[config.mk]
export PLATFORM = sky130hd
export DESIGN_NAME = row_fir_queue
export DESIGN_NICKNAME = d
export VERILOG_FILES = /design/src/hw/rtl/row_fir_pkg.sv /design/src/hw/rtl/row_fir_queue.sv
export SDC_FILE = /design/constraint.sdc
export NUM_CORES = 1
export LEC_CHECK = 0
export BUFFER_PORTS_ARGS = -buffer_cell sky130_fd_sc_hd__buf_2
export CORE_AREA = 10 10 195 197
export DETAILED_ROUTE_END_ITERATION = 7
export DIE_AREA = 0 0 205 207
export GPL_TIMING_DRIVEN = 0
export MAX_ROUTING_LAYER = met4
export PLACE_DENSITY = 0.73
export SLEW_MARGIN = 30
export SYNTH_ARGS = -nofsm -noshare
export SYNTH_HDL_FRONTEND = slang
export SYNTH_SLANG_ARGS = --single-unit
[constraint.sdc]
create_clock -name clock -period 3.9 [get_ports clock]
set_clock_uncertainty 0.1 [all_clocks]
set_input_delay 0 -clock clock [delete_from_list [all_inputs] [get_ports clock]]
set_output_delay 0 -clock clock [all_outputs]
set_load 0.05 [all_outputs]
[src/hw/rtl/row_fir_pkg.sv]
// Shared constants and types of the row FIR convolution block.
package row_fir_pkg;

   localparam int MAX_TAPS_DEF        = 7;
   localparam int SAMPLE_BITS_DEF     = 16;
   localparam int COEFF_FRAC_BITS_DEF = 14;

   localparam int COEFF_BITS      = 16;
   localparam int NUM_COEFFS      = 7;
   localparam int TAP_COUNT_BITS  = 3;
   localparam int TAP_CLAMP_BITS  = 4;
   localparam int CSR_INDEX_BITS  = 3;
   localparam int QUEUE_DEPTH     = 4;

   localparam logic [TAP_COUNT_BITS-1:0] TAP_COUNT_RESET = 3'd3;

   localparam logic [CSR_INDEX_BITS-1:0] REG_TAP_COUNT  = 3'd0;
   localparam logic [CSR_INDEX_BITS-1:0] REG_COEFF_BASE = 3'd1;

   typedef struct packed {
      logic full;
      logic empty;
   } queue_status_type;

   function automatic logic [COEFF_BITS-1:0] coeff_reset(input int idx);
      logic [COEFF_BITS-1:0] val;
      val = '0;
      if (idx == 1) begin
         val = 16'h4000;
      end
      return val;
   endfunction

endpackage

[src/hw/rtl/row_fir_queue.sv]
// Short word queue between the front and back of the row FIR.
module row_fir_queue
   import row_fir_pkg::*;
#(
   parameter int WIDTH = 113
) (
   input  logic             clock,
   input  logic             reset,
   input  logic             push,
   input  logic [WIDTH-1:0] push_data,
   input  logic             pop,
   output logic [WIDTH-1:0] pop_data,
   output queue_status_type status
);

   localparam int PW = $clog2(QUEUE_DEPTH);
   localparam int CW = $clog2(QUEUE_DEPTH + 1);

   logic [WIDTH-1:0] store [QUEUE_DEPTH];
   logic [PW-1:0]    wr_ptr_ff, wr_ptr_in;
   logic [PW-1:0]    rd_ptr_ff, rd_ptr_in;
   logic [CW-1:0]    count_ff, count_in;
   logic             do_push, do_pop;

   always_comb begin
      status.full  = (count_ff == CW'(QUEUE_DEPTH));
      status.empty = (count_ff == '0);
      do_push      = push && !status.full;
      do_pop       = pop && !status.empty;
      wr_ptr_in    = do_push ? PW'(wr_ptr_ff + 1'b1) : wr_ptr_ff;
      rd_ptr_in    = do_pop ? PW'(rd_ptr_ff + 1'b1) : rd_ptr_ff;
      count_in     = count_ff;
      if (do_push && !do_pop) begin
         count_in = CW'(count_ff + 1'b1);
      end else if (do_pop && !do_push) begin
         count_in = CW'(count_ff - 1'b1);
      end
      pop_data = store[rd_ptr_ff];
   end

   always_ff @(posedge clock) begin
      if (reset) begin
         wr_ptr_ff <= '0;
         rd_ptr_ff <= '0;
         count_ff  <= '0;
      end else begin
         wr_ptr_ff <= wr_ptr_in;
         rd_ptr_ff <= rd_ptr_in;
         count_ff  <= count_in;
      end
   end

   always_ff @(posedge clock) begin
      if (do_push) begin
         store[wr_ptr_ff] <= push_data;
      end
   end

endmodule

=== After elaboration in Yosys (flattened, before gate mapping) ===
Memories as Yosys holds them, arrays and structs flattened. A register that Yosys moved wholly into a read port is not among the register bits.
Index checks and enable logic that the tools add are counted.

* $add $sub $neg: 4
* Equal/unequal tests: 1
* Muxes and demuxes: 6
* Reduce and logical (&&, ||, !) cells: 10

{| class="wikitable"
|+ Operators with widths
! cell !! number
|-
| two-way mux 3 bit || 2
|-
| adder 2 x 1 -> 2 bit, second input constant || 2
|-
| logical AND 1 bit || 4
|-
| logical NOT 1 bit || 4
|-
| two-way mux 2 bit || 2
|-
| adder 3 x 1 -> 3 bit, second input constant || 1
|-
| equality test 3 bit, second input constant || 1
|-
| logical NOT 3 bit || 1
|-
| subtractor 3 x 1 -> 3 bit, second input constant || 1
|-
| two-way mux 1 bit || 2
|-
| nonzero test 2 bit || 1
|}

* Register bits: 7
* RAM bits: 452
* Bits of input ports: 117
* Output and inout bits: 115
* Logic and storage cells: 25
* Memories: 1

{| class="wikitable"
|+ Memory list
! name !! depth !! width !! rd ports !! clocked after memory_dff !! wr ports !! line !! source
|-
| store || 4 || 113 || 1 || 1 || 1 || row_fir_queue.sv:19 || <nowiki>logic [WIDTH-1:0] store [QUEUE_DEPTH];</nowiki>
|}

=== Longest topological paths before layout ===
Gate-level depths: netlist of run 1.

* Depth after elaboration: 7
* Depth in mapped cells: 8
* Mapped depth without buffers: 8

=== Worst setup path after synthesis of run 1 ===
No wires, ideal clock.

* Kind: flip-flop to flip-flop
* Start point: reg count_ff[2]
* End point: mem store[0][0] (enable)
* Library setup time: 0.762 ns
* Arrival: 3.395 ns
* Required time: 3.038 ns
* Slack: -0.357 ns
* Cell stages (with the launch flop): 4
* Path buffers: 0
* Clock period less this slack: 4.257 ns
* Path through: dfxtp_1 -> nor3b_1 -> nor2_1 -> and2_1

{| class="wikitable"
|+ RTL lines
! item !! line !! source
|-
| start, declared || row_fir_queue.sv:22 || <nowiki>logic [CW-1:0] count_ff, count_in;</nowiki>
|-
| start signal, assigned || row_fir_queue.sv:49 || <nowiki>count_ff <= count_in;</nowiki>
|-
| end, declared || row_fir_queue.sv:19 ||
|}

==> results by stage, run 1 <==
Layout:
- The fraction of the core area covered by cells at the end of the flow is 62.84%.
- After the flow finishes, the layout carries non-filler instances totaling 1536.
- The layout overhead on the synthesized area is 27.69%.
- The commonest non-fill, non-tap cell in the layout is edfxtp_1.
- The ratio of cells with drive above 1 in the final layout is 41.26%.
- The library cells used most frequently in the layout, excluding fill and tap cells, are edfxtp_1, buf_2, dlygate4sd3_1.
- At the end of the flow, the number of nets in the layout was 1169.
- The antenna diode count is 0.

Die:
- Measured along the x axis, the die boundary spans 205 um.
- From bottom edge to top edge, the die measures 207 um.
- The floorplan step defined a die boundary enclosing 0.04244 mm2.
- The starting density of the core is 49.21%.
- For this design the top-level I/O count stands at 232.
- The total area inside the core boundary comes to 0.03412 mm2.
- The number of rows in the core area is 68.

Worst hold path:
- The startpoint of the lowest-slack hold path is push_data[111].
- The endpoint of the worst hold path is store[0][111].
- The cell depth of the worst min-delay path is 2.
- The class of the tightest hold or removal check is in -> reg.

Clock tree:
- The number of clock buffers added by TritonCTS is 46.
- Buffers added to address setup during post-CTS repair amount to 0.
- The sink count of the clock tree is 461.
- After clock tree synthesis, the clock-pin slew on the worst setup and hold paths is 0.06 ns.
- The CTS root buffer is clkbuf_16.
- The CTS H-tree depth is 2.
- The CTS tree is built.
- The deepest clock path buffer count is 3.
- The later pin in the worst-skew pair is clocked with a latency of 0.54 ns.

Power:
- Sequential cells account for 39.7% of the total power.
- The maximum vdd ir drop is 664.2 uV.
- In this run the static leakage power is 7.306 nW.
- The clock share of power is 27.7%.
- The internal power is 10.02 mW.
- In this run switching power makes up 34.48% of total power.
- Of the total power, combinational logic draws 32.6%.
- The total power divided by cell area is 713.0 mW/mm2.
- Summed over all nets, the switching power comes to 5.270 mW.

Timing:
- The final worst-path cycle share is 64.97%.
- The summed negative setup slack over all endpoints is 0 ns.
- Setup violations remaining at the end of the flow were counted as 0.
- The final worst-path setup slack is 1.366 ns.
- Final hold analysis gives a worst-case slack of 0.1000 ns.
- The slew at the pin closest to its max-slew limit is 0.7635 ns.
- The number of slew-limit violations in the final report was 0.
- The hold violation total from the final report is 0.
- The highest achievable clock rate is 394.7 MHz.
- The worst relative slew slack is 49.10%.
- After layout, the minimum clock period comes to 2.534 ns.
- Setup repair after global routing left no endpoint under its margin.

GRT:
- The number of global-route vias before repair is 9101.
- The initial antenna violation count is 0.
- The largest net degree at the start of global routing is 41.
- The first global-routing pass estimated 54680 um of wire.
- Global routing used 17.21% of the available tracks across all layers.
- Summed over all layers, the global routing overflow is 0.

Critical path:
- The startpoint of the most critical register-to-register path is count_ff[0].
- The family with the most delay on the worst path is buffers and inverters.
- On the critical path, the stage with the largest delay is an instance of clkbuf_1.
- The arrival time at the worst endpoint is 2.43 ns.
- The setup path with the least slack is of type reg -> out.
- Of all nets on the critical path, the largest fanout is 10.
- The largest single stage delay on the critical path is 0.62 ns.
- Data on the critical path is required at its endpoint by 3.80 ns.
- The end of the worst register-to-register path is count_ff[2].
- STA classifies the critical path endpoint as an output port.
- STA classifies the critical path startpoint as a register.
- Setup slack on the worst reg-to-reg path comes out at 1.40 ns.
- The number of buffer and inverter instances along the worst setup path is 3.
- The worst register-to-register path has a depth of 8.
- The critical path's most frequent cell is clkbuf_1.
- The signal on the critical path passes through clkbuf_1 -> clkbuf_1 -> mux4_2 -> buf_2.

Synth:
- The post-synthesis sequential area ratio is 81.91%.
- The synthesized area per cell is 26.28 um2.
- The synthesized design spends more area on one cell type than any other, namely edfxtp_1.
- The post-synthesis cell area is 0.01679 mm2.
- The net count of the mapped netlist is 762.
- The Yosys step of the flow raised 0 warnings.
- Synthesis handed over a netlist of 639 instances.
- The count of state elements after synthesis is 461.
- The count of unique library cells instantiated by Yosys is 23.
- After synthesis, the cell types taking the most area are edfxtp_1, mux4_2, dfxtp_1, buf_8, ha_1.
- In this run the biggest area consumer among cell types represents 80.84% of the synthesized area.

Routing:
- The first detailed-routing pass ran for 4 iterations.
- Across all layers, the routed design uses 8148 vias.
- After the first detailed-routing iteration, the DRC count stood at 481.
- Summed over all layers, the routed wires come to 35260 um.
- The remaining routing DRC violations is 0.
- After detailed routing, the number of vias per cell comes to 5.305.
- Dividing the detail-routed wire length by the instance count gives 22.96 um.
- Once detail routing completed, the nets flagged for antenna violations numbered 0.

Placed design:
- Prior to clock tree synthesis, the placed netlist has a worst setup slack of 1.400 ns.
- The congestion estimate from routability-driven global placement came to 0.7089.
- The post-DP HPWL is 21830 um.
- The count of placed standard cells including taps is 1336.
- The number of port buffers is 230.

Run:
- Max-cap violations in this run came to 0.

Run status:
- The flow ran to the end, and the final reports show no timing, DRC or antenna violations.
[worst max path at each step]
stage / start / to / slack [ns] / depth (start not counted)
3_5_place_dp: count_ff[0] / count_ff[2] / 1.40 / 8
5_1_grt: register / pop_data[39] / 1.22 / 5
2_1_floorplan: count_ff[2] / store[0][0] / 0.47 / 3
6_report: register / pop_data[0] / 1.37 / 4
4_1_cts: register / pop_data[39] / 1.27 / 5
3_3_place_gp: count_ff[0] / store[1][95] / -0.13 / 3
[sequential cells by signal, indices dropped and copies added (netlist names), named ones only]
register and flops:
wr_ptr_ff 2, count_ff 3, store 452, rd_ptr_ff 2
[what timing repair did]
action                                 in CTS  in global routing
hold buffers                              117                  0
endpoints found under the hold margin     461                  0
gates resized for setup                     0                  0
[metrics by stage]
stage          power, mW  instance area (um2)
4_1_cts            15.47                21440
3_3_place_gp       11.02                18520
6_report           15.29                21440
5_1_grt            15.88                21440
2_1_floorplan      9.882                16790
3_5_place_dp       11.10                18810
[synthesized netlist by cell type (all sizes together)]
| master | instances |
|---|---|
| o311ai | 1 |
| nand2b | 2 |
| o21ai | 2 |
| buf | 22 |
| mux2i | 2 |
| xor2 | 4 |
| mux4 | 113 |
| dfxtp | 9 |
| edfxtp | 452 |
| a21oi | 2 |
| nor2 | 6 |
| clkbuf | 5 |
| o31ai | 1 |
| fa | 1 |
| nor3 | 1 |
| nor3b | 1 |
| and2 | 4 |
| ha | 5 |
| inv | 4 |
| or3 | 2 |
[area by class of cell]
class                      count  area [um2]
tap                          455       569.3
buffer                        27       217.7
clock buffer                  58        1196
fill                        2279       12680
inverter                       4       15.01
multi-input combinational    147        2814
sequential                   461       13750
timing repair buffer         359        2608
clock inverter                25       266.5
[power groups by stage]
| stage | combinational [mW] | sequential [mW] | clock [mW] |
|---|---|---|---|
| after floorplan | 3.73 | 6.15 | 0 |
| after global placement | 4.83 | 6.18 | 0 |
| after detailed placement | 4.94 | 6.17 | 0 |
| after CTS | 5.07 | 6.07 | 4.34 |
| after global routing | 5.24 | 6.10 | 4.54 |
| final | 4.98 | 6.07 | 4.24 |
[kinds of logic (layout without fill, tap and decap cells)]
| group | after synthesis | count (layout) | synth area share [%] |
|---|---|---|---|
| adders and majority gates | 6 | 6 | 0.4918 |
| and+or+nand+nor | 16 | 16 | 0.5067 |
| muxes | 115 | 115 | 15.28 |
| DFF | 461 | 461 | 81.91 |
| AOI/OAI and AO/OA | 6 | 6 | 0.2161 |
| xor gates and xnor gates | 4 | 4 | 0.2086 |
| buffers and inverters | 31 | 473 | 1.386 |
[layer usage]
| layer | vias up | share of wire (%) | track usage [%] |
|---|---|---|---|
| li1 | 3577 | - | - |
| met5 | - | 0 | - |
| met3 | 44 | 6.4 | 4.463 |
| met1 | 4288 | 41 | 21.40 |
| met4 | 0 | 1.5 | 3.816 |
| met2 | 239 | 51 | 28.01 |
No activity file was read; power rests on OpenSTA's default activity.
==> run 2: changes to the inputs <==
--- a/config.mk
+++ b/config.mk
@@ -11,7 +11,7 @@
 export DIE_AREA = 0 0 205 207
 export GPL_TIMING_DRIVEN = 0
 export MAX_ROUTING_LAYER = met4
-export PLACE_DENSITY = 0.73
+export PLACE_DENSITY = 0.7
 export SLEW_MARGIN = 30
 export SYNTH_ARGS = -nofsm -noshare
 export SYNTH_HDL_FRONTEND = slang
==> constraint.sdc (replaced) <==
create_clock -name clock -period 2.5 [get_ports clock]
set_clock_uncertainty 0.1 [all_clocks]
set_input_delay 0 -clock clock [delete_from_list [all_inputs] [get_ports clock]]
set_output_delay 0 -clock clock [all_outputs]
set_load 0.05 [all_outputs]
==> run 2 against run 1 <==
Register-to-register slack worse by 1.2 ns. Global-route usage up 0.12 points. First-iteration DRC count up 9.4%. Power up 56%. Critical endpoint is now pop_data[47]. Worst hold slack worse by 0.0036 ns. Die area unchanged.
==> results by stage, run 2 (same netlist as run 1, synthesis figures left out) <==
Critical path:
- CP Cell Sequence: buf_6 -> buf_8 -> buf_8 -> mux4_2 -> buf_2 (was clkbuf_1 -> clkbuf_1 -> mux4_2 -> buf_2).
- The end of the worst register-to-register path is store[2][29] (was count_ff[2]).
- The startpoint of the most critical register-to-register path is count_ff[0] (unchanged).
- The highest-delay cell along the critical path is mux4_2 (was clkbuf_1).
- The startpoint type of the worst setup path was a register (unchanged).
- The worst setup slack for register-to-register paths came to 0.21 ns (was 1.40 ns).
- The critical path required time is 2.40 ns (was 3.80 ns).
- The critical path's most frequent cell is buf_8 (was clkbuf_1).
- The class of the most critical setup path was reg -> out (unchanged).
- The largest stage delay on the critical path is 0.56 ns (was 0.62 ns).
- The family with the most delay on the worst path was buffers and inverters (unchanged).
- The arrival time at the worst endpoint is 2.23 ns (was 2.43 ns).
- The maximum fanout encountered on the critical timing path is 10 (unchanged).
- The number of buffer and inverter instances along the worst setup path came to 4 (was 3).
- The depth of the worst register-to-register path came to 5 (was 8).
- The critical path endpoint category was an output port (unchanged).

Timing:
- The hold violation total from the final report is 0 (unchanged).
- The worst hold margin was 0.09644 ns (was 0.1000 ns).
- The number of slew-limit violations in the final report is 0 (unchanged).
- The slew at the pin closest to its max-slew limit was 0.6259 ns (was 0.7635 ns).
- After layout, the worst path uses 93.31% of the clock period.
- The final setup violation count was 0 (unchanged).
- RSZ-0062 raised after global routing: false (unchanged).
- The routed design could run at a clock period as short as 2.333 ns.
- The worst relative slew slack is 58.28% (was 49.10%).
- Static timing analysis puts the maximum clock frequency at 428.7 MHz.

Layout:
- The commonest non-fill, non-tap cell in the layout is edfxtp_1 (unchanged).
- Registers with the highest flip-flop counts: store x452, count_ff x3 (unchanged).
- The fraction of the core area covered by cells at the end of the flow came to 62.86% (was 62.84%).
- The net count of the finished layout was 1172 (was 1169).
- The flip-flop count of the largest register, all copies and words added was 452 (unchanged).
- The final instance count without filler cells is 1539 (was 1536).
- The layout overhead on the synthesized area came to 27.74% (was 27.69%).
- The ratio of cells with drive above 1 in the final layout is 41.59% (was 41.26%).
- The register with the highest flop count is store (unchanged).
- Most frequent cells in the layout: edfxtp_1, buf_2, dlygate4sd3_1 (unchanged).
- The summed area of non-filler cells in the final layout is 0.02145 mm2 (was 0.02144 mm2).

Clock tree:
- The CTS tree is built (unchanged).
- The CTS H-tree depth is 2 (unchanged).
- The sink count of the clock tree is 461 (unchanged).
- The CTS buffer count came to 48 (was 46).
- The deepest clock path buffer count is 3 (unchanged).
- The clock insertion delay at the later pin of the skew report came to 0.56 ns (was 0.54 ns).
- The CTS clock-pin slew for the worst setup and hold paths is 0.06 ns (about the same).
- The CTS root buffer is clkbuf_16 (unchanged).

Placed design:
- The final weighted congestion of routability-driven global placement is 0.6782 (was 0.7089).
- The cell area after placement was 0.01877 mm2 (was 0.01881 mm2).
- The count of placed standard cells including taps is 1336 (unchanged).
- The number of port buffers is 230 (unchanged).
- The post-DP HPWL is 21760 um (was 21830 um).

Worst hold path:
- The endpoint of the worst hold path is store[3][95] (was store[0][111]).
- The cell depth of the worst min-delay path came to 2 (unchanged).
- The class of the tightest hold or removal check is in -> reg (unchanged).
- The startpoint of the lowest-slack hold path is push_data[95] (was push_data[111]).

Routing:
- The detailed-router iteration count before antenna repair is 4 (unchanged).
- The via density per instance came to 5.306 (was 5.305).
- The routed wire length per instance is 22.89 um (was 22.96 um).
- The residual antenna-violating net count after detailed routing is 0 (unchanged).
- The violation count after the first detailed-route iteration is 526 (was 481).
- The remaining routing DRC violations is 0 (unchanged).
- The routed via count came to 8166 (was 8148).
- The total routed wirelength was 35230 um (was 35260 um).

Die:
- The area of the die came to 0.04244 mm2 (unchanged).
- The starting density of the core is 49.21% (unchanged).
- The die outline width is 205 um (unchanged).
- The core footprint is 0.03412 mm2 (unchanged).
- The number of rows in the core area was 68 (unchanged).
- The I/O pin count was 232 (unchanged).
- The vertical die dimension is 207 um (unchanged).

GRT:
- The number of global-route vias before repair is 8997 (was 9101).
- The global-route wire length before repair came to 54720 um (was 54680 um).
- The largest net degree at the start of global routing was 42 (was 41).
- The leftover overflow at the end of global routing is 0 (unchanged).
- The global-route usage over all layers is 17.33% (was 17.21%).
- The initial antenna violation count is 2 (was 0).

Power:
- The reported leakage power is 7.312 nW (was 7.306 nW).
- The total power divided by cell area is 1114 mW/mm2 (was 713.0 mW/mm2).
- The total design power is 23.89 mW (was 15.29 mW).
- The maximum vdd ir drop is 715.4 uV (was 664.2 uV).

Run status:
- Run status: finished, final reports clean (unchanged).

Run:
- The total of max-cap violations came to 0 (unchanged).
run 2: how the worst max path moves through the flow:
stage / start / end / slack (ns) / cells after the start
after floorplan: count_ff[0] / store[0][0] / -0.40 / 3
after global routing: count_ff[1] / store[2][53] / 0.04 / 5
final: register / pop_data[47] / 0.17 / 5
after CTS: count_ff[0] / store[3][81] / 0.002 / 6
after global placement: count_ff[0] / store[1][51] / -1.53 / 3
after detailed placement: count_ff[0] / store[3][82] / -0.27 / 6
run 2: per-stage QoR:
| step | setup TNS [ns] | worst slack [ns] |
|---|---|---|
| floorplan | -179.67 | -0.3975 |
| global placement | -682.59 | -1.527 |
| detailed placement | -8.792 | -0.2675 |
| CTS | 0 | 0.002219 |
| global route | 0 | 0.03872 |
| finish | 0 | 0.1673 |
run 2: layout make-up:
class	count	area, um2
inverter	4	15.01
sequential	461	13750
multi-input combinational	148	2834
antenna	2	5.005
tap	455	569.3
timing repair buffer	360	2577
clock inverter	24	206.4
buffer	26	224.0
clock buffer	59	1264
fill	2273	12670
run 2: power breakdown:
part / total, mW / switching [mW] / internal (mW)
Clock: 6.68 / 2.79 / 3.89
Sequential: 9.47 / 0.191 / 9.28
Combinational: 7.74 / 5.23 / 2.51
run 2: layer usage:
metal  share of wire, %  global-route usage [%]  up-vias
met5                  0                       -        -
met4                2.2                   4.776        0
met3                7.0                   4.869       53
met2                 50                   27.57      271
met1                 41                   21.49     4259
li1                   -                       -     3583
run 2: repair_timing:
| item | in CTS | in global routing |
|---|---|---|
| setup buffers | 0 | 1 |
| hold buffers | 117 | 0 |
| gates cloned | 1 | 0 |
| pin swaps | 1 | 1 |
| setup endpoints to repair | 184 | 75 |
| gates resized for setup | 5 | 1 |
| hold endpoints to repair | 461 | 0 |
