File: src/hw/rtl/row_fir_pkg.sv
// Shared constants and types of the row FIR convolution block.
package row_fir_pkg;

   localparam int MAX_TAPS_DEF        = 7;
   localparam int SAMPLE_BITS_DEF     = 16;
   localparam int COEFF_FRAC_BITS_DEF = 14;

   localparam int COEFF_BITS      = 16;
   localparam int NUM_COEFFS      = 7;
   localparam int TAP_COUNT_BITS  = 3;
   localparam int TAP_CLAMP_BITS  = 4;
   localparam int CSR_INDEX_BITS  = 3;
   localparam int QUEUE_DEPTH     = 4;

   localparam logic [TAP_COUNT_BITS-1:0] TAP_COUNT_RESET = 3'd3;

   localparam logic [CSR_INDEX_BITS-1:0] REG_TAP_COUNT  = 3'd0;
   localparam logic [CSR_INDEX_BITS-1:0] REG_COEFF_BASE = 3'd1;

   typedef struct packed {
      logic full;
      logic empty;
   } queue_status_type;

   function automatic logic [COEFF_BITS-1:0] coeff_reset(input int idx);
      logic [COEFF_BITS-1:0] val;
      val = '0;
      if (idx == 1) begin
         val = 16'h4000;
      end
      return val;
   endfunction

endpackage

File: src/hw/rtl/row_fir_front.sv
// Front end: pixel window, row tracking and row-end flush; issues filter jobs.
module row_fir_front
   import row_fir_pkg::*;
#(
   parameter int MAX_TAPS    = MAX_TAPS_DEF,
   parameter int SAMPLE_BITS = SAMPLE_BITS_DEF,
   localparam int CW = $clog2(MAX_TAPS + 1),
   localparam int WW = MAX_TAPS * SAMPLE_BITS
) (
   input  logic                   clock,
   input  logic                   reset,
   input  logic                   req_tvalid,
   output logic                   req_tready,
   input  logic [SAMPLE_BITS-1:0] in_sample,
   input  logic                   row_last,
   input  logic [CW-1:0]          taps,
   input  queue_status_type       status,
   output logic                   push,
   output logic [WW-1:0]          job_window,
   output logic                   job_last
);

   logic [WW-1:0]          window_ff, window_in;
   logic [CW-1:0]          seen_ff, seen_in;
   logic [CW-1:0]          step_ff, step_in;
   logic                   flush_ff, flush_in;
   logic [CW-1:0]          half;
   logic [SAMPLE_BITS-1:0] shift_val;
   logic [WW-1:0]          win_shift;
   logic                   accept;
   logic                   flush_step;

   always_comb begin
      half       = taps >> 1;
      shift_val  = flush_ff ? '0 : in_sample;
      win_shift  = '0;
      win_shift[SAMPLE_BITS-1:0] = shift_val;
      for (int i = 1; i < MAX_TAPS; i++) begin
         win_shift[i*SAMPLE_BITS +: SAMPLE_BITS] = window_ff[(i-1)*SAMPLE_BITS +: SAMPLE_BITS];
      end
      req_tready = !flush_ff && !status.full;
      accept     = req_tvalid && req_tready;
      flush_step = flush_ff && !status.full;

      window_in  = window_ff;
      seen_in    = seen_ff;
      step_in    = step_ff;
      flush_in   = flush_ff;
      push       = 1'b0;
      job_last   = 1'b0;
      job_window = win_shift;

      if (accept) begin
         window_in = win_shift;
         push      = (seen_ff >= half);
         if (!row_last) begin
            if (seen_ff != CW'(MAX_TAPS)) begin
               seen_in = CW'(seen_ff + 1'b1);
            end
         end else if (half == '0) begin
            job_last  = 1'b1;
            window_in = '0;
            seen_in   = '0;
         end else begin
            flush_in = 1'b1;
            step_in  = CW'(1);
         end
      end else if (flush_step) begin
         window_in = win_shift;
         push      = ({1'b0, seen_ff} + {1'b0, step_ff}) >= {1'b0, half};
         if (step_ff == half) begin
            job_last  = 1'b1;
            window_in = '0;
            seen_in   = '0;
            flush_in  = 1'b0;
         end else begin
            step_in = CW'(step_ff + 1'b1);
         end
      end
   end

   always_ff @(posedge clock) begin
      if (reset) begin
         window_ff <= '0;
         seen_ff   <= '0;
         step_ff   <= '0;
         flush_ff  <= 1'b0;
      end else begin
         window_ff <= window_in;
         seen_ff   <= seen_in;
         step_ff   <= step_in;
         flush_ff  <= flush_in;
      end
   end

endmodule

File: config.mk
export PLATFORM = sky130hd
export DESIGN_NAME = row_fir_front
export DESIGN_NICKNAME = d
export VERILOG_FILES = /design/src/hw/rtl/row_fir_pkg.sv /design/src/hw/rtl/row_fir_front.sv
export SDC_FILE = /design/constraint.sdc
export NUM_CORES = 1
export LEC_CHECK = 0
export BUFFER_PORTS_ARGS = -buffer_cell sky130_fd_sc_hd__clkbuf_2
export CAP_MARGIN = 25
export CORE_MARGIN = 8
export CORE_UTILIZATION = 28
export CTS_CLUSTER_DIAMETER = 150
export DETAILED_ROUTE_END_ITERATION = 12
export GPL_ROUTABILITY_DRIVEN = 0
export SYNTH_ARGS = -nofsm -noshare
export SYNTH_HDL_FRONTEND = slang
export SYNTH_SLANG_ARGS = --single-unit
File: constraint.sdc
create_clock -name clock -period 2.75 [get_ports clock]
set_input_delay 0.275 -clock clock [delete_from_list [all_inputs] [get_ports clock]]
set_output_delay 0.275 -clock clock [all_outputs]
set_load 0.05 [all_outputs]
## Yosys cells after proc, flatten, opt, wreduce, memory -nomap -nowiden

Index checks and enable logic that the tools add are counted.

- Multiplexer cells: 29
- $lt $le $gt $ge: 2
- Add/subtract/negate cells: 3
- Equal/unequal tests: 7
- Reduce and logical (&&, ||, !) cells: 11

Operators with widths:

| kind | count |
|---|---|
| two-way mux 96 bit | 5 |
| two-way mux 3 bit | 11 |
| two-way mux 16 bit | 1 |
| two-way mux 1 bit | 12 |
| AND reduction 4 bit | 3 |
| adder 3 x 1 -> 3 bit (second input constant) | 2 |
| != test 2 bit (second input constant) | 3 |
| != test 3 x 2 -> 1 bit (second input constant) | 2 |
| adder 3 x 3 -> 4 bit | 1 |
| greater-or-equal comparator 4 x 2 -> 1 bit | 1 |
| nonzero test 2 bit | 2 |
| equality test 3 x 2 -> 1 bit | 1 |
| greater-or-equal comparator 3 x 2 -> 1 bit | 1 |
| logical AND 1 bit | 3 |
| zero test 3 bit | 1 |
| != test 3 bit (second input constant) | 1 |
| zero test 1 bit | 2 |

- Input port bits: 25
- Bits in registers: 103

## Longest topological paths before layout

Gate-level depths: netlist (run 1).

- Word-level depth: 5
- Depth in mapped cells: 7
- Depth with buffers taken out: 7

## Worst setup path after synthesis (run 1)

OpenSTA, ideal clock, no wires.

- Path kind: flip-flop to output port
- From: reg step_ff[0]
- To: out job_last
- Slack: 0.142 ns
- Data required time: 2.475 ns
- Data arrival time: 2.333 ns
- Cell stages (with the launch flop): 7
- Cells stage by stage: dfxtp_1 xor2_1 or3_1 clkbuf_1 buf_6 buf_2 o21ai_0

- Word-level cells in the longest chain between the ends: 4

Ends and longest elaborated chain:

| element | line | RTL |
|---|---|---|
| from (decl) | row_fir_front.sv:25 | `logic [CW-1:0] step_ff, step_in;` |
| from (signal assigned) | row_fir_front.sv:91 | `step_ff <= step_in;` |
| equality test 3 x 2 -> 1 bit | row_fir_front.sv:71 | `if (step_ff == half) begin` |
| two-way mux 1 bit | row_fir_front.sv:71 |  |
| two-way mux 1 bit | row_fir_front.sv:68 | `end else if (flush_step) begin` |
| two-way mux 1 bit | row_fir_front.sv:53 | `if (accept) begin` |
| to (decl) | row_fir_front.sv:20 | `output logic job_last` |

Every way passes these cells.

## Worst setup path after layout (run 1)

- From: reg step_ff[0]
- To: out push

- Word-level cells in the longest chain between the ends: 4

Ends and longest elaborated chain:

| element | line | RTL |
|---|---|---|
| adder 3 x 3 -> 4 bit | row_fir_front.sv:70 | `push = ({1'b0, seen_ff} + {1'b0, step_ff}) >= {1'b0, half};` |
| greater-or-equal comparator 4 x 2 -> 1 bit | row_fir_front.sv:70 |  |
| two-way mux 1 bit | row_fir_front.sv:68 |  |
| two-way mux 1 bit | row_fir_front.sv:53 |  |
| to (decl) | row_fir_front.sv:18 | `output logic push,` |

Every way passes these cells.

==> results of run 1 <==
[through the flow]
stage,hold slack [ns],util [%]
floorplan,0.481,-
global placement,0.442,33.7
detailed placement,0.449,33.7
CTS,0.306,35.8
global route,0.337,36.0
finish,0.330,36.0
[power by group through the flow]
stage	registers, mW	clock network (mW)	logic [mW]
after floorplan	1.61	0	0.253
after CTS	1.53	1.40	0.414
after global routing	1.53	1.45	0.450
after global placement	1.56	0	0.403
after detailed placement	1.56	0	0.409
final	1.53	1.35	0.417
[kinds of logic after synthesis]
logic type,count (synthesis),share of synthesized area (%)
AO/OA/AOI/OAI,192,30.0
XOR/XNOR,2,0.394
AND/OR/NAND/NOR,135,13.3
multiplexers,2,0.479
buffers and inverters,68,6.17
flip-flops,103,46.4
adder cells (fa/ha/maj),11,3.27
[state kept, by name, indices dropped and copies added, names as in the netlist]
| signal | flops |
|---|---|
| window_ff | 96 |
| step_ff | 3 |
| seen_ff | 3 |
| flush_ff | 1 |
[cell type report]
cell class,count,area [sq um],share of cell area (%)
Sequential cell,103,2070,36.6
Clock inverter,6,86.3,1.53
Timing Repair Buffer,150,813,14.4
Multi-Input combinational cell,342,2160,38.2
Clock buffer,9,225,3.99
Tap cell,216,270,4.78
Inverter,8,30.0,0.532
[per-layer routing]
layer	up-vias	global-route usage [%]	wire (microns)
met3	20	5.70	1200
met4	0	4.07	212
li1	2107	-	-
met1	2011	17.5	6340
met5	-	0	0
met2	162	22.4	6750
[synthesized netlist by cell type, types with 2 or more instances]
| cell type | instances | area share [%] |
|---|---|---|
| sky130_fd_sc_hd__nand2_1 | 82 | 6.9 |
| sky130_fd_sc_hd__ha_1 | 10 | 2.8 |
| sky130_fd_sc_hd__a22oi_1 | 16 | 2.7 |
| sky130_fd_sc_hd__inv_1 | 8 | 0.68 |
| sky130_fd_sc_hd__a22o_1 | 2 | 0.39 |
| sky130_fd_sc_hd__or3b_2 | 2 | 0.39 |
| sky130_fd_sc_hd__nor2b_1 | 16 | 2.3 |
| sky130_fd_sc_hd__nor3b_1 | 2 | 0.34 |
| sky130_fd_sc_hd__a211oi_1 | 2 | 0.34 |
| sky130_fd_sc_hd__o2111ai_1 | 80 | 16 |
| sky130_fd_sc_hd__nor2_1 | 21 | 1.8 |
| sky130_fd_sc_hd__clkbuf_1 | 46 | 3.9 |
| sky130_fd_sc_hd__dfxtp_1 | 103 | 46 |
| sky130_fd_sc_hd__o21ai_0 | 2 | 0.23 |
| sky130_fd_sc_hd__xor2_1 | 2 | 0.39 |
| sky130_fd_sc_hd__buf_2 | 9 | 1.0 |
| sky130_fd_sc_hd__nand3_1 | 2 | 0.23 |
| sky130_fd_sc_hd__a21oi_1 | 83 | 9.3 |
| sky130_fd_sc_hd__buf_1 | 4 | 0.34 |
| sky130_fd_sc_hd__nand2b_1 | 3 | 0.42 |
[worst min-delay path by stage]
stage	startpoint	to	slack [ns]	cells after the start
floorplan	step_ff[2]	step_ff[2]	0.48	2
global placement	window_ff[88]	window_ff[88]	0.44	2
detailed placement	window_ff[85]	window_ff[85]	0.45	2
CTS	row_last	seen_ff[2]	0.31	3
global route	row_last	seen_ff[2]	0.34	3
finish	in_sample[8]	window_ff[8]	0.33	4
[tightest hold or removal path, cell delays in order]
cell and delay, ns:
sky130_fd_sc_hd__clkbuf_2 0.07, sky130_fd_sc_hd__nor2b_1 0.14, sky130_fd_sc_hd__a22oi_1 0.08, sky130_fd_sc_hd__nor2_1 0.08
[timing repair]
item,CTS,global route
endpoints found under the setup margin,1,1
resized for setup,4,5
pin swaps,0,1
==> key figures, run 1 <==
Layout
  • Total Nets Final: 650
  • Layout Cell Area excl Fill: 5650 sq um
  • Layout cells sized above 1: 28.8%
  • Area growth from synthesis to layout: 27.1%
  • Number of antenna repair diodes: 0
  • Most used cells in the layout excluding fill and tap cells: sky130_fd_sc_hd__clkbuf_2, sky130_fd_sc_hd__dfxtp_1, sky130_fd_sc_hd__a21oi_1
  • Non-filler instance count after layout: 834
  • Number of inserted filler cells in the final layout: 1653
  • Most common cell after layout, fill and taps aside: sky130_fd_sc_hd__clkbuf_2

Die
  • Floorplan Core Area: 15700 sq um
  • Starting density of the core: 28.3%
  • Number of primary I/O pins: 140
  • Vertical die dimension: 142 microns
  • Width of the die: 142 microns
  • Full die area: 20200 sq um
  • Cell Rows: 46

Critical path
  • Endpoint class of the critical path: output pin
  • Worst path cell trace: ha_1, inv_1, fa_1, a211oi_1, mux2i_1, a2111oi_4, o22ai_1, buf_4
  • Worst setup path endpoint: push
  • Critical Path AT: 2.36 ns
  • Required time at the worst-slack endpoint: 2.48 ns
  • Largest delay contributor family on the critical path: compound AO/OA/AOI/OAI gates
  • Slowest stage delay, CP: 0.38 ns
  • Launch instance of the worst register-to-register path: step_ff[0]
  • Critical Path Source: step_ff[0]
  • Levels on crit path: 8
  • Type of the worst setup path: reg2out
  • Worst R2R End: seen_ff[0]
  • Crit path buf inv count: 2
  • Setup slack of the worst register-to-register path: 0.80 ns
  • Critical-path cell with the highest stage delay: sky130_fd_sc_hd__fa_1
  • Largest fanout on the critical path: 4
  • Worst-case reg-to-reg path depth: 5
  • Kind of start point of the critical path: register

Clock network
  • Clock insertion delay at the later pin of the skew report: 0.35 ns
  • Total number of clock tree sinks: 103
  • TritonCTS clock tree: done
  • Max clock buf depth: 2
  • Number of levels in the clock H-tree: 3
  • Number of hold-repair buffers added at the cts stage: 0
  • Number of buffers inserted by post-CTS setup repair: 0
  • Clock slew at reported path FFs: 0.07 ns
  • Num CTS Buffers: 9
  • Root buffer cell: sky130_fd_sc_hd__clkbuf_16

Timing
  • Final critical-path setup slack: 0.113 ns
  • Final number of hold-violating endpoints: 0
  • Transition time of the tightest slew-check pin: 0.831 ns
  • Post-layout minimum cycle time: 2.64 ns
  • Max Freq: 379 MHz
  • Slew margin rel.: 44.6%
  • Final period util: 95.9%
  • Clock skew after layout: 0.00867 ns
  • Slew Limit Fails: 0
  • Setup total negative slack: 0 ns
  • Final setup violation count: 0

Synth
  • Number of distinct library cells after synthesis: 38
  • Yosys warns: 0
  • Synth Net Count: 549
  • Fraction of the yosys area taken by sequential cells: 46.4%
  • Average size of a mapped cell: 8.66 sq um
  • Area of the mapped netlist: 4440 sq um
  • Primary FF master, synth: sky130_fd_sc_hd__dfxtp_1
  • Number of enable flip-flop cells after synthesis: 0
  • Cells after Synth: 513
  • Post-synthesis async set-or-reset flop share: 0%
  • FF+latch count, synth: 103

Power
  • IR drop worst, VDD: 323 uV
  • Sequential Power Share: 46.3%
  • PD cells: 584 nW/um^2
  • Switching power as a share of total power: 27.3%
  • Cell Int Power: 2.40 mW
  • Power spent charging and discharging nets: 0.899 mW
  • PnR Total Power: 3.30 mW
  • Proportion of power drawn by combinational gates: 12.6%
  • Proportion of power drawn by the clock network: 41.1%
  • Static power due to leakage: 2.14 nW

Route
  • Routed wire length: 14500 microns
  • Vias after detailed routing: 4300
  • # DRC: 0
  • Average routed wire per standard cell: 17.4 microns
  • Residual antenna-violating net count after detailed routing: 0
  • Number of DRC markers in iteration 0: 320
  • Drt first pass iters: 4
  • Average via count per standard cell: 5.16

Min path
  • Min-Delay Path Class: in2reg

Placement
  • Number of cells in the design after placement: 819
  • PortBufs: 137
  • Post-DP Area: 5300 sq um
  • Worst slack, placed: 0.247 ns
  • Placed wire-length estimate after detailed placement: 10300 microns

Outcome
  • Outcome: complete, no violations

Global route
  • Initial antenna violation count: 0
  • Wire length of the first global-routing pass: 22600 microns
  • Number of global-route vias before repair: 4197
  • Overflow left after global routing: 0
  • Maximum number of pins on one net before global-route repair: 83
  • GR Util All Layers: 14.2%

Flow run
  • Max-cap violations: 0
(Power assumes the default switching activity.)
==> inputs of run 2 (changes only) <==
--- a/config.mk
+++ b/config.mk
@@ -5,6 +5,7 @@
 export SDC_FILE = /design/constraint.sdc
 export NUM_CORES = 1
 export LEC_CHECK = 0
+export ABC_AREA = 1
 export BUFFER_PORTS_ARGS = -buffer_cell sky130_fd_sc_hd__clkbuf_2
 export CAP_MARGIN = 25
 export CORE_MARGIN = 8
==> run 2 against run 1 <==
Effect of this change:
- global-route usage grew 0.20 points
- largest cell class is now registers
- sequential power about the same
- final cell count grew 8.6%
- routed wire length grew 0.79%
- synthesized cell count is 12% higher
- clock power is 3% higher
- non-clock buffer count down 3
- critical path depth increased by 1
- utilization fell by 0.52 points
- sequential cell count unchanged
==> key figures, run 2 <==
Die
  • Full die area: 20400 sq um (+1.1%)
  • Vertical die dimension: 143 microns (+0.56%)
  • Number of primary I/O pins: 140 (unchanged)
  • Cell Rows: 46 (unchanged)
  • Width of the die: 143 microns (+0.56%)
  • Floorplan Core Area: 15800 sq um (+0.37%)
  • Starting density of the core: 28.5% (+0.25 points)

Power
  • Static power due to leakage: 2.31 nW (+8.0%)
  • PD cells: 604 nW/um^2 (+3.4%)
  • PnR Total Power: 3.37 mW (+2.3%)
  • IR drop worst, VDD: 302 uV (-6.5%)

Layout
  • Biggest registers after layout: window_ff: 96 flops, seen_ff: 3 flops, step_ff: 3 flops
  • Non-filler instance count after layout: 906 (+8.6%)
  • Most common cell after layout, fill and taps aside: sky130_fd_sc_hd__nand2_1
  • Area growth from synthesis to layout: 24.2%
  • Number of antenna repair diodes: 0 (unchanged)
  • Most flop-heavy register: window_ff
  • Number of flip-flops in the largest register: 96 (unchanged)
  • Layout cells sized above 1: 25.4% (-3.4 points)
  • Most used cells in the layout excluding fill and tap cells: sky130_fd_sc_hd__nand2_1, sky130_fd_sc_hd__clkbuf_2, sky130_fd_sc_hd__a21oi_1
  • Total Nets Final: 721 (+11%)
  • Final core utilization: 35.4% (-0.52 points)

Placement
  • PortBufs: 137 (unchanged)
  • Number of cells in the design after placement: 890 (+8.7%)
  • Placed wire-length estimate after detailed placement: 10200 microns (-1.1%)

Route
  • Vias after detailed routing: 4301 (+0.023%)
  • Drt first pass iters: 4 (unchanged)
  • Number of DRC markers in iteration 0: 353 (+10%)
  • Average via count per standard cell: 4.75 (-7.9%)
  • Average routed wire per standard cell: 16.1 microns (-7.2%)
  • # DRC: 0 (unchanged)
  • Routed wire length: 14600 microns (+0.79%)
  • Residual antenna-violating net count after detailed routing: 0 (unchanged)

Critical path
  • Slowest stage delay, CP: 0.47 ns (+0.09 ns)
  • Critical Path AT: 2.29 ns (-0.07 ns)
  • Required time at the worst-slack endpoint: 2.48 ns (about the same)
  • Type of the worst setup path: reg2out
  • Endpoint class of the critical path: output pin
  • Worst path cell trace: ha_1, inv_1, fa_1, inv_1, ha_1, a21boi_1, nor3_1, o21ai_1, buf_6
  • Worst-case reg-to-reg path depth: 7 (+2)
  • Critical-path cell with the highest stage delay: sky130_fd_sc_hd__fa_1
  • Kind of start point of the critical path: register
  • Largest fanout on the critical path: 6 (+2)

Synth
  • Average size of a mapped cell: 7.82 sq um (-9.7%)
  • Share of the synthesized area in the top cell type: 45.8% (-0.58 points)
  • Primary FF master, synth: sky130_fd_sc_hd__dfxtp_1
  • Fraction of the yosys area taken by sequential cells: 45.8% (-0.58 points)
  • Number of distinct library cells after synthesis: 26 (-32%)
  • FF+latch count, synth: 103 (unchanged)
  • Cell taking the most area after synthesis: sky130_fd_sc_hd__dfxtp_1
  • Cells after Synth: 575 (+12%)
  • Number of enable flip-flop cells after synthesis: 0 (unchanged)
  • Synth Net Count: 611 (+11%)
  • Area of the mapped netlist: 4500 sq um (+1.3%)
  • Most common library cells after synthesis: sky130_fd_sc_hd__nand2_1, sky130_fd_sc_hd__a21oi_1, sky130_fd_sc_hd__dfxtp_1
  • Top cells by area in the synthesized netlist: sky130_fd_sc_hd__dfxtp_1, sky130_fd_sc_hd__nand2_1, sky130_fd_sc_hd__a21oi_1
  • Yosys warns: 0 (unchanged)
  • Count leader, synth: sky130_fd_sc_hd__nand2_1
  • Post-synthesis async set-or-reset flop share: 0% (unchanged)

Clock network
  • Clock slew at reported path FFs: 0.07 ns (about the same)
  • Num CTS Buffers: 9 (unchanged)
  • TritonCTS clock tree: done
  • Number of hold-repair buffers added at the cts stage: 0 (unchanged)
  • Clock insertion delay at the later pin of the skew report: 0.35 ns (about the same)
  • Max clock buf depth: 2 (unchanged)
  • Root buffer cell: sky130_fd_sc_hd__clkbuf_16
  • Total number of clock tree sinks: 103 (unchanged)
  • Number of levels in the clock H-tree: 3 (unchanged)

Flow run
  • Max-cap violations: 0 (unchanged)

Timing
  • Final period util: 93.2% (-2.7 points)
  • Clock skew after layout: 0.00791 ns (-0.000763 ns)
  • Post-layout minimum cycle time: 2.56 ns (-0.0744 ns)
  • Transition time of the tightest slew-check pin: 0.751 ns (-0.0803 ns)
  • Setup total negative slack: 0 ns (unchanged)
  • Final number of hold-violating endpoints: 0 (unchanged)
  • RSZ-0062 raised after global routing: no
  • Max Freq: 390 MHz (+2.9%)
  • Slew Limit Fails: 0 (unchanged)
  • Final setup violation count: 0 (unchanged)
  • Worst hold margin: 0.237 ns (-0.0934 ns)
  • Slew margin rel.: 49.9% (+5.3 points)

Min path
  • Min-Delay Path Class: in2reg
  • Instance count along the most critical hold path: 5 (+1)

Global route
  • Wire length of the first global-routing pass: 23100 microns (+2.1%)
  • Initial antenna violation count: 0 (unchanged)
  • Number of global-route vias before repair: 4139 (-1.4%)
  • Overflow left after global routing: 0 (unchanged)
  • GR Util All Layers: 14.4% (+0.20 points)
  • Maximum number of pins on one net before global-route repair: 83 (unchanged)

Outcome
  • Outcome: complete, no violations
==> run 2: cell types whose count changed after synthesis, sizes merged, moves of 10 or more <==
cell,delta
a22oi,-16
nand2,+58
o2111ai,-80
clkbuf,-34
buf,+22
nor2,+10
a21oi,+21
inv,+30
nand4,+81
nor2b,-16
==> run 2: repair_timing <==
action | 4_1_cts | 5_1_grt
buffers inserted | 0 | 0
setup endpoints to repair | 1 | 1
gates resized for setup | 1 | 4
==> run 2: layout make-up <==
class                           count  area (sq um)
Sequential cell                   103          2060
Fill cell                        1741         10200
Timing Repair Buffer              147           795
Inverter                           38           143
Tap cell                          216           270
Clock buffer                        9           225
Multi-Input combinational cell    386          2000
Clock inverter                      7          95.1
==> run 2: path summary, 6_finish.rpt <==
| path | to | slack (ns) | startpoint |
|---|---|---|---|
| max | push | 0.19 | step_ff[0] |
| max reg2reg | window_ff[53] | 0.78 | flush_ff |
| min | window_ff[8] | 0.24 | in_sample[8] |
| min reg2reg | window_ff[89] | 0.46 | window_ff[89] |
==> run 2: critical path: cells and delay by family (launching register included) <==
family,cells,cell delay [ns]
AO/OA/AOI/OAI,2,0.22
adder cells (fa/ha/maj),3,0.91
buffers and inverters,3,0.24
flip-flops,1,0.39
AND/OR/NAND/NOR,1,0.17
==> run 2: kinds of logic after synthesis <==
logic type | after synthesis | share of synthesized area [%]
and+or+nand+nor | 264 | 28.5
buffers and inverters | 86 | 9.79
AOI/OAI and AO/OA | 111 | 12.7
adders and majority gates | 11 | 3.23
DFF | 103 | 45.8
==> run 2: power breakdown <==
group	total [mW]	leakage, nW	switching (mW)	internal [mW]
logic	0.451	1.32	0.346	0.105
clock network	1.39	0.156	0.587	0.802
registers	1.53	0.832	0.0224	1.51
==> run 2: per-layer routing <==
layer	vias up	share of wire, %	global-route usage (%)
met5	-	0	0
met4	0	1.3	4.25
met3	15	5.8	4.71
met2	99	46	22.7
met1	1988	47	18.3
li1	2199	-	-
==> run 2: per-stage QoR <==
stage | worst slack [ns] | instance area, sq um
floorplan | 0.182 | 4500
global placement | 0.379 | 5260
detailed placement | 0.365 | 5260
CTS | 0.0296 | 5580
global route | 0.00352 | 5590
finish | 0.187 | 5590
